**src/hw/rtl/assert_macros.svh**
```systemverilog
// ----------------------------------------------------------------------------
// Assertion macros
// Clocked assertion wrappers shared by the search block's modules.
// ----------------------------------------------------------------------------
`ifndef ASSERT_MACROS_SVH
`define ASSERT_MACROS_SVH

// Plain property, checked at every rising edge outside reset.
`define STBS_ASSERT(lbl, prop, msg) \
  lbl: assert property (@(posedge clk) disable iff (!rst_n) (prop)) else $error(msg);

// Same-cycle implication.
`define STBS_ASSERT_IMP(lbl, ante, cons, msg) \
  lbl: assert property (@(posedge clk) disable iff (!rst_n) (ante) |-> (cons)) else $error(msg);

// Next-cycle implication.
`define STBS_ASSERT_NXT(lbl, ante, cons, msg) \
  lbl: assert property (@(posedge clk) disable iff (!rst_n) (ante) |=> (cons)) else $error(msg);

`endif

```
**src/hw/rtl/stbs_pkg.sv**
```systemverilog
// ----------------------------------------------------------------------------
// stbs_pkg
// Shared constants, command codes and controller/datapath types.
// ----------------------------------------------------------------------------
package stbs_pkg;

  localparam int TABLE_DEPTH = 16;
  localparam int IDX_W       = $clog2(TABLE_DEPTH);
  localparam int CNT_W       = IDX_W + 1;
  localparam int CFG_W       = 5;
  localparam int SLOT_W      = 4;
  localparam int POS_W       = 4;
  localparam int DATA_W      = 32;

  localparam logic CMD_LOAD   = 1'b0;
  localparam logic CMD_SEARCH = 1'b1;

  typedef enum logic [1:0] {
    ST_IDLE,
    ST_PROBE,
    ST_DELIVER
  } stbs_state_t;

  // Controller to datapath
  typedef struct packed {
    logic load_wr;   // write the table slot
    logic start;     // set up bounds and key
    logic step;      // narrow the bounds
    logic hold_res;  // park the result
    logic out_live;  // load output from the current probe
    logic out_held;  // load output from the parked result
  } stbs_cmd_t;

  // Datapath to controller
  typedef struct packed {
    logic done;
  } stbs_stat_t;

endpackage

```
**src/hw/rtl/stbs_dp.sv**
```systemverilog
// ----------------------------------------------------------------------------
// stbs_dp
// Table storage, count register, search bounds, probe compare, result regs.
// ----------------------------------------------------------------------------
`include "assert_macros.svh"

module stbs_dp
  import stbs_pkg::*;
(
  input  logic                     clk,
  input  logic                     rst_n,
  input  logic                     cfg_we,
  input  logic [CFG_W-1:0]         cfg_wdata,
  input  logic [SLOT_W-1:0]        in_slot,
  input  logic signed [DATA_W-1:0] in_value,
  input  stbs_cmd_t                cmd,
  output stbs_stat_t               stat,
  output logic                     out_found,
  output logic [POS_W-1:0]         out_position
);

  logic signed [DATA_W-1:0] entry_r [TABLE_DEPTH];
  logic [CFG_W-1:0]         entry_count_r;
  logic [CNT_W-1:0]         lo_r, lo_nxt;
  logic [CNT_W-1:0]         hix_r, hix_nxt;
  logic signed [DATA_W-1:0] key_r;
  logic                     held_found_r;
  logic [POS_W-1:0]         held_pos_r;
  logic                     out_found_r;
  logic [POS_W-1:0]         out_position_r;

  logic [CNT_W-1:0]         cnt_sat;
  logic [CNT_W:0]           mid_sum;
  logic [IDX_W-1:0]         mid;
  logic [CNT_W-1:0]         mid_ext;
  logic signed [DATA_W-1:0] probe_entry;
  logic                     empty, key_lt, key_gt, key_eq, nxt_empty;
  logic                     res_found;
  logic [POS_W-1:0]         res_pos;
  logic                     slot_ok;

  // Saturate the count to the table depth
  assign cnt_sat = (32'(entry_count_r) > 32'(TABLE_DEPTH)) ? CNT_W'(TABLE_DEPTH)
                                                           : CNT_W'(entry_count_r);

  // Range is [lo, hix); midpoint floor((lo + hix - 1) / 2)
  assign empty       = (lo_r >= hix_r);
  assign mid_sum     = {1'b0, lo_r} + {1'b0, hix_r} - (CNT_W+1)'(1);
  assign mid         = mid_sum[IDX_W:1];
  assign mid_ext     = {1'b0, mid};
  assign probe_entry = entry_r[mid];
  assign key_lt      = (key_r < probe_entry);
  assign key_gt      = (key_r > probe_entry);
  assign key_eq      = (key_r == probe_entry);

  always_comb begin
    lo_nxt  = lo_r;
    hix_nxt = hix_r;
    if (key_gt) begin
      lo_nxt = mid_ext + CNT_W'(1);
    end
    if (key_lt) begin
      hix_nxt = mid_ext;
    end
  end

  assign nxt_empty = (lo_nxt >= hix_nxt);
  assign stat.done = empty || key_eq || nxt_empty;
  assign res_found = !empty && key_eq;
  assign res_pos   = res_found ? POS_W'(mid) : '0;

  assign slot_ok = (32'(in_slot) < 32'(TABLE_DEPTH));

  // Table storage, no reset
  always_ff @(posedge clk) begin
    if (cmd.load_wr && slot_ok) begin
      entry_r[IDX_W'(in_slot)] <= in_value;
    end
  end

  always_ff @(posedge clk) begin
    if (!rst_n) begin
      entry_count_r <= '0;
      lo_r          <= '0;
      hix_r         <= '0;
    end else begin
      if (cfg_we) begin
        entry_count_r <= cfg_wdata;
      end
      if (cmd.start) begin
        lo_r  <= '0;
        hix_r <= cnt_sat;
      end else if (cmd.step) begin
        lo_r  <= lo_nxt;
        hix_r <= hix_nxt;
      end
    end
  end

  always_ff @(posedge clk) begin
    if (cmd.start) begin
      key_r <= in_value;
    end
    if (cmd.hold_res) begin
      held_found_r <= res_found;
      held_pos_r   <= res_pos;
    end
    if (cmd.out_live) begin
      out_found_r    <= res_found;
      out_position_r <= res_pos;
    end else if (cmd.out_held) begin
      out_found_r    <= held_found_r;
      out_position_r <= held_pos_r;
    end
  end

  assign out_found    = out_found_r;
  assign out_position = out_position_r;

  `STBS_ASSERT(a_bounds_ordered, lo_r <= hix_r, "search bounds crossed")
  `STBS_ASSERT(a_hix_in_range, hix_r <= CNT_W'(TABLE_DEPTH), "upper bound past depth")
  `STBS_ASSERT_NXT(a_start_bounds, cmd.start, lo_r == '0, "lower bound not cleared")

endmodule

```
**src/hw/rtl/stbs_ctrl.sv**
```systemverilog
// ----------------------------------------------------------------------------
// stbs_ctrl
// Sequencer for loads, probe iterations and result hand-off.
// ----------------------------------------------------------------------------
`include "assert_macros.svh"

module stbs_ctrl
  import stbs_pkg::*;
(
  input  logic       clk,
  input  logic       rst_n,
  input  logic       in_valid,
  input  logic       in_cmd,
  output logic       in_ready,
  input  logic       out_ready,
  output logic       out_valid,
  input  stbs_stat_t stat,
  output stbs_cmd_t  cmd
);

  stbs_state_t state_r, state_nxt;
  logic        out_valid_r, out_valid_nxt;
  logic        in_acc, out_free;
  logic        search_acc;
  logic [4:0]  cmd_bits;

  assign in_ready = (state_r == ST_IDLE);
  assign in_acc   = in_valid && in_ready;
  assign out_free = !out_valid_r || out_ready;

  // Next state
  always_comb begin
    state_nxt = state_r;
    case (state_r)
      ST_IDLE: begin
        if (in_acc && (in_cmd == CMD_SEARCH)) begin
          state_nxt = ST_PROBE;
        end
      end
      ST_PROBE: begin
        if (stat.done) begin
          state_nxt = out_free ? ST_IDLE : ST_DELIVER;
        end
      end
      ST_DELIVER: begin
        if (out_free) begin
          state_nxt = ST_IDLE;
        end
      end
      default: state_nxt = ST_IDLE;
    endcase
  end

  // Datapath commands
  always_comb begin
    cmd = '0;
    case (state_r)
      ST_IDLE: begin
        cmd.load_wr = in_acc && (in_cmd == CMD_LOAD);
        cmd.start   = in_acc && (in_cmd == CMD_SEARCH);
      end
      ST_PROBE: begin
        if (stat.done) begin
          cmd.out_live = out_free;
          cmd.hold_res = !out_free;
        end else begin
          cmd.step = 1'b1;
        end
      end
      ST_DELIVER: begin
        cmd.out_held = out_free;
      end
      default: cmd = '0;
    endcase
  end

  always_comb begin
    if (cmd.out_live || cmd.out_held) begin
      out_valid_nxt = 1'b1;
    end else if (out_ready) begin
      out_valid_nxt = 1'b0;
    end else begin
      out_valid_nxt = out_valid_r;
    end
  end

  always_ff @(posedge clk) begin
    if (!rst_n) begin
      state_r     <= ST_IDLE;
      out_valid_r <= 1'b0;
    end else begin
      state_r     <= state_nxt;
      out_valid_r <= out_valid_nxt;
    end
  end

  assign out_valid = out_valid_r;

  assign search_acc = in_acc && (in_cmd == CMD_SEARCH);
  assign cmd_bits   = {cmd.load_wr, cmd.start, cmd.step, cmd.out_live, cmd.out_held};

  `STBS_ASSERT_NXT(a_search_starts, search_acc, state_r == ST_PROBE, "search not started")
  `STBS_ASSERT_IMP(a_deliver_blocked, state_r == ST_DELIVER, out_valid_r, "no output held")
  `STBS_ASSERT(a_cmd_exclusive, $onehot0(cmd_bits), "overlapping commands")

endmodule

```
**src/hw/rtl/sorted_table_binary_search.sv**
```systemverilog
// ----------------------------------------------------------------------------
// sorted_table_binary_search
// Sorted table of signed words with slot loads and binary-search lookups.
// ----------------------------------------------------------------------------
//
//   channel  | ports                                  | beat carries
//   ---------+----------------------------------------+--------------------------
//   in       | in_valid/in_ready, cmd, slot, value    | load (cmd 0) or search (1)
//   out      | out_valid/out_ready, found, position   | one beat per search only
//   cfg      | cfg_we, cfg_wdata                      | entry_count, no wait state
//
// A load beat is accepted back to back. A search beat is accepted, then the
// probe loop runs (at most log2(depth)+1 probes, five over 16 entries); an
// empty range ends on its first probe. The probe loop reads the table by
// the midpoint and compares once per cycle. A finished result sits in the
// output register while the next beat is accepted; if that register is
// still full at the end of a search, the result is parked and in_ready
// stays low until it moves out.
// Reset clears the controller, the count and the bounds; table contents are
// undefined until loaded.
// ----------------------------------------------------------------------------
module sorted_table_binary_search
  import stbs_pkg::*;
(
  input  logic                     clk,
  input  logic                     rst_n,
  // configuration
  input  logic                     cfg_we,
  input  logic [CFG_W-1:0]         cfg_wdata,
  // input beats
  input  logic                     in_valid,
  output logic                     in_ready,
  input  logic                     in_cmd,
  input  logic [SLOT_W-1:0]        in_slot,
  input  logic signed [DATA_W-1:0] in_value,
  // result beats
  output logic                     out_valid,
  input  logic                     out_ready,
  output logic                     out_found,
  output logic [POS_W-1:0]         out_position
);

  stbs_cmd_t  dp_cmd;
  stbs_stat_t dp_stat;

  // Sequencer: accepts beats, steps the probe loop, hands off results
  stbs_ctrl u_ctrl (
    .clk       (clk),
    .rst_n     (rst_n),
    .in_valid  (in_valid),
    .in_cmd    (in_cmd),
    .in_ready  (in_ready),
    .out_ready (out_ready),
    .out_valid (out_valid),
    .stat      (dp_stat),
    .cmd       (dp_cmd)
  );

  // Table, bounds, compare and output register
  stbs_dp u_dp (
    .clk          (clk),
    .rst_n        (rst_n),
    .cfg_we       (cfg_we),
    .cfg_wdata    (cfg_wdata),
    .in_slot      (in_slot),
    .in_value     (in_value),
    .cmd          (dp_cmd),
    .stat         (dp_stat),
    .out_found    (out_found),
    .out_position (out_position)
  );

endmodule

```
**config.mk**
```make
export PLATFORM = sky130hd
export DESIGN_NAME = sorted_table_binary_search
export DESIGN_NICKNAME = d
export VERILOG_FILES = /design/src/hw/rtl/stbs_pkg.sv /design/src/hw/rtl/stbs_dp.sv /design/src/hw/rtl/stbs_ctrl.sv /design/src/hw/rtl/sorted_table_binary_search.sv
export VERILOG_INCLUDE_DIRS = /design/src /design/src/hw/rtl
export SDC_FILE = /design/constraint.sdc
export NUM_CORES = 1
export LEC_CHECK = 0
export ABC_AREA = 0
export BUFFER_PORTS_ARGS = -buffer_cell sky130_fd_sc_hd__clkbuf_2
export CORE_MARGIN = 1.5
export CORE_UTILIZATION = 30
export DETAILED_ROUTE_END_ITERATION = 16
export PLACE_DENSITY = 0.47
export REMOVE_ABC_BUFFERS = 1
export SYNTH_ARGS = -nofsm -noshare
export SYNTH_HDL_FRONTEND = slang
export SYNTH_HIERARCHICAL = 1
export SYNTH_SLANG_ARGS = --single-unit
export TNS_END_PERCENT = 5
```
**constraint.sdc**
```tcl
create_clock -name clk -period 8.63 [get_ports clk]
set_clock_uncertainty 0.05 [all_clocks]
set_input_delay 0.4315 -clock clk [delete_from_list [all_inputs] [get_ports clk]]
set_output_delay 0.4315 -clock clk [all_outputs]
set_load 0.01 [all_outputs]
```
# After elaboration in Yosys (flattened, before gate mapping)
# Memory sizes are Yosys's and may differ from the RTL's.
# Cells that the tools add are included.
# op_classes
n_eq_ne	6
bitwise	2
n_mux	24
add_sub_neg	3
reduce_logical	17
magnitude_cmp	5
# ops
op	count
32-bit equality test	1
32-bit greater-than comparator	1
32-bit < comparator	1
5-bit two-way mux	5
2-bit two-way mux	6
4-bit two-way mux	3
5-bit greater-or-equal comparator	2
1-bit two-way mux	8
2-bit one-hot mux with 3 select lines	1
2-bit nonzero test	3
4-bit by 1-bit adder with 5-bit output (second input constant)	1
5-bit adder	1
5-bit greater-than comparator (second input constant)	1
5-bit by 1-bit subtractor with 5-bit output (second input constant)	1
1-bit logical AND	4
1-bit logical OR	4
2-bit inequality test (second input constant)	2
1-bit zero test	3
3-bit two-way mux	1
3-bit AND reduction	1
2-bit by 1-bit equality test with 1-bit output (second input constant)	1
2-bit equality test (second input constant)	1
2-bit zero test	1
2-bit by 1-bit inequality test with 1-bit output (second input constant)	1
other kinds (2)	3
# totals
reg_bits	60
ram_bits	512
in_bits	47
n_memories	1
word_cells	68
output_inout_bits	7
# memory_table
name	words	word_bits	rd	rd_clocked_by_memory_dff	wr	line_no	text
u_dp.entry_r	16	32	1	0	1	stbs_dp.sv:22	logic signed [DATA_W-1:0] entry_r [TABLE_DEPTH];

# Depth between registers and ports, before layout
# An unclocked memory read counts as a cell.
# depth
word_depth	11
ltp_mapped	35
depth_no_buf	31

# By module
# The synthesis kept the hierarchy.
# modules_own_cells
module	instances	cells_per_inst	seq_area_each_um2	area_each_um2
stbs_dp	1	1100	16936.2	22795.6
stbs_ctrl	1	20	60.1	192.7

# Least setup slack after synthesis
# Ideal clock, no wire load.
# synth_path
path_type	register -> register
from	reg u_dp.lo_r[1]
to	reg u_dp.hix_r[0]
setup_ps	120
path_slack_ps	1738
arrival_ps	6721
stages_incl_launch_ff	32
synth_period_minus_slack_ps	6892
required_ps	8460
n_path_buf	3
path_cell_list	dfxtp_1 -> inv_1 -> ha_1 -> inv_1 -> ha_1 -> clkbuf_1 -> buf_1 -> mux4_2 -> mux4_2 -> inv_1 -> ha_1 -> nand3_1 -> nor3_1 -> a31oi_1 -> a21o_1 -> a31oi_4 -> nand2_2 -> mux2_1 -> ha_1 -> nand2b_1 -> a21o_1 -> a21oi_1 -> nor2b_1 -> o21ai_0 -> nand4b_1 -> nor3b_1 -> inv_1 -> a2111oi_0 -> a41o_1 -> buf_6 -> mux2i_1 -> o21ai_1
# synth_rtl
element	line_no	text
start, declared	stbs_dp.sv:24	logic [CNT_W-1:0] lo_r, lo_nxt;
start signal, assigned	stbs_dp.sv:94	lo_r <= lo_nxt;
end signal, assigned	stbs_dp.sv:92	hix_r <= cnt_sat;
end signal, assigned	stbs_dp.sv:95	hix_r <= hix_nxt;
end, declared	stbs_dp.sv:25	logic [CNT_W-1:0] hix_r, hix_nxt;

==> reports/metrics.csv <==
metric,value,unit
clk_transition_reported_paths,0.05,ns
placeableCoreArea,75900,um2
worst-path-max-fanout,28,
core.rowCount,101,
worst_hold_startpoint,cfg_wdata[1],
grt.total_usage,0.140,
drt_wl_total,53.5,mm
worst_skew_pair.late_latency,0.59,ns
via_count,11002,
netlist-cell-type-count,55,
die_h,280,um
share_of_the_synthesized_netlist_area_taken_by_xor_and_xnor_gates,0.00294,
placement.cell_area,24900,um2
rr_endpoint,u_dp/hix_r[0],
hpwlAfterDp,28.7,mm
place.detailed.instances,2196,
critical_path.reg2reg.startpoint,u_dp/lo_r[3],
synth_mux_area_frac,0.167,
synth_top_area_share,0.724,
synthTopCellsByCount,"edfxtp_1 (554), mux4_2 (133), nor2_1 (53), ha_1 (51), mux2i_1 (42)",
grt_first_pass_wirelength,79.3,mm
slew_headroom,0.434,
grt_overflow_total,0,
p_leak,8.94,nW
vias_in_the_first_global_route,11690,
run_status,completed,
postSynthCellCount,1120,
post_synth_instance_area,23000,um2
io-pin-count,54,
synth_fa_ha_area_frac,0.0278,
rsz_0062_raised_after_global_routing,false,
rrSetupSlack,0.68,ns
critical-path-top-cell-by-count,ha_1,
drt_first_pass_iters,4,
timing.reg2reg.worst_path_depth,29,
fin_tns_setup,0,ns
crit_start,u_dp/lo_r[3],
synth_flop_cell,edfxtp_1,
worst-endpoint-required,9.04,ns
async_reset_ff_frac,0,
initial_antenna_violation_count,2,
layout_min_cycle_time,7.95,ns
max-vdd-ir-drop,0.122,mV
post_detailed_route_drc_marker_count,0,
floorplan.die_area,78300,um2
critical_path.slowest_cell,xnor2_4,
synthesis.area_per_instance,20.5,um2
slew_viol_final,0,
hold_path.class,in2reg,
h_tree_levels,3,
io_buffer_count,53,
initial_core_util,0.303,
final_nets,1332,
synth.area.top_cells,"edfxtp_1 (72%), mux4_2 (13%), ha_1 (2.8%), mux2i_1 (1.8%), dfxtp_1 (1.6%)",
fin_cells,2310,
drt_first_iter_violations,778,
worst_pin_slew,0.848,ns
worst_setup_path_end_kind,flop,
drive_gt1_frac,0.290,
stdcell_area,26800,um2
synth-simple-area-share,0.0296,
final_antenna_violating_net_count,0,
top_count_cell_post_synth,edfxtp_1,
cp-start-kind,flop,
antenna_cells_inserted,0,
setup_viol,0,
root_buffer,clkbuf_16,
postCtsHoldBufs,0,
maxCapViolations,0,
chipWidth,280,um
clock_sink_count,572,
holdPathStages,3,
fin_crit_sh,0.921,
yosys.area.top_type,edfxtp_1,
synthesis.yosys.warnings,6,
critPathArrivalTime,8.35,ns
via_per_inst,4.76,
timing.setup.critical_path_class,reg2reg,
synth_top_family_by_area,multiplexers,
max_stage_delay,0.70,ns
cts_max_path_buffers,3,
cts_made_buffers,66,
synth_seq_cells,572,
flow.area_growth_from_synthesis,16.6,%
hold_path_endpoint,u_dp/entry_count_r[1],
routedWlPerCell,23.2,um
synth-edff-count,554,
synth-compound-area-share,0.0209,
fmax,126,MHz
gp_congestion,0.755,
cts_tree,done,
yosysSeqAreaShare,0.739,
grt_start_max_net_pins,43,
hold_viol_final,0,
powerDensity,230,nW/um2
layer usage:
layer / track usage / vias up / share of wire / routed length (um)
li1: - / 4819 / - / -
met1: 0.196 / 5867 / 0.47 / 25000
met3: 0.0283 / 89 / 0.042 / 2280
met2: 0.221 / 223 / 0.47 / 25100
met5: 0 / - / 0.00041 / 22
met4: 0.0391 / 4 / 0.021 / 1150
final cells by class:
type | count | area (um2)
Clock buffer | 84 | 1740
Fill cell | 7064 | 49200
Multi-Input combinational cell | 481 | 5880
Clock inverter | 30 | 173
Sequential cell | 572 | 17000
Timing Repair Buffer | 91 | 638
Tap cell | 1030 | 1290
Inverter | 22 | 82.6
critical path: cells and delay by family (launching register included):
family          cells  cell delay, ns
buf+inv             4            0.68
mux                 2            0.57
flops               1            0.39
simple gates        7            1.76
compound gates     11            2.34
fa+ha+maj           4            1.29
xor+xnor            1            0.70
cell usage in the layout, fill, tap and decap left out, types with 12 or more instances in the layout:
cell / count
dfxtp_1: 18
clkinv_1: 16
clkbuf_16: 67
nor2_1: 41
nor2_4: 12
a21oi_1: 41
clkbuf_2: 53
inv_1: 22
clkbuf_1: 17
buf_4: 31
mux4_2: 133
ha_1: 49
nand2_1: 25
mux2_2: 32
edfxtp_1: 554
mux2i_1: 42
cells by family after synthesis:
| group | after synthesis |
|---|---|
| DFF | 572 |
| muxes | 213 |
| and+or+nand+nor | 135 |
| AOI/OAI and AO/OA | 76 |
| buffers and inverters | 67 |
| adders and majority gates | 51 |
| xor gates and xnor gates | 6 |
per-stage QoR:
step                      power [mW]  setup WS [ns]  utilization  hold WS [ns]
final                           6.16          0.685        0.353        0.0758
after detailed placement        3.71          0.487        0.328         0.431
after CTS                       6.25          0.425        0.353        0.0432
after floorplan                 3.54          -2.42            -         0.378
after global placement          3.71          0.590        0.328         0.421
after global routing            6.41          0.126        0.353        0.0675
worst max-delay path by stage:
stage,endpoint,slack (ns),cells past startpoint
after global placement,u_dp/hix_r[1],0.59,29
after global routing,u_dp/hix_r[3],0.13,30
after detailed placement,u_dp/hix_r[3],0.49,29
after CTS,u_dp/hix_r[3],0.43,29
final,u_dp/hix_r[0],0.68,29
after floorplan,u_dp/hix_r[0],-2.42,28
registers in the layout, summed over array words and instances, names as in the netlist:
name	cells
u_ctrl/out_valid	1
u_ctrl/state_r	2
u_dp/entry_count_r	5
u_dp/entry_r	512
u_dp/held_found_r	1
u_dp/held_pos_r	4
u_dp/hix_r	5
u_dp/key_r	32
u_dp/lo_r	5
u_dp/out_found	1
u_dp/out_position	4
what timing repair did:
action                                  CTS  global route
gates resized for setup                   0             1
setup buffers                             0             0
endpoints found under the hold margin     0             0
endpoints found under the setup margin    0             5
power by group:
group | internal, mW | leakage [nW] | total [mW] | switching, mW
Sequential | 3.07 | 5.16 | 3.08 | 0.00737
Combinational | 0.245 | 2.85 | 0.564 | 0.320
Clock | 1.45 | 0.934 | 2.52 | 1.07
Total | 4.77 | 8.94 | 6.16 | 1.39
Power figures use the tool's default switching activity.
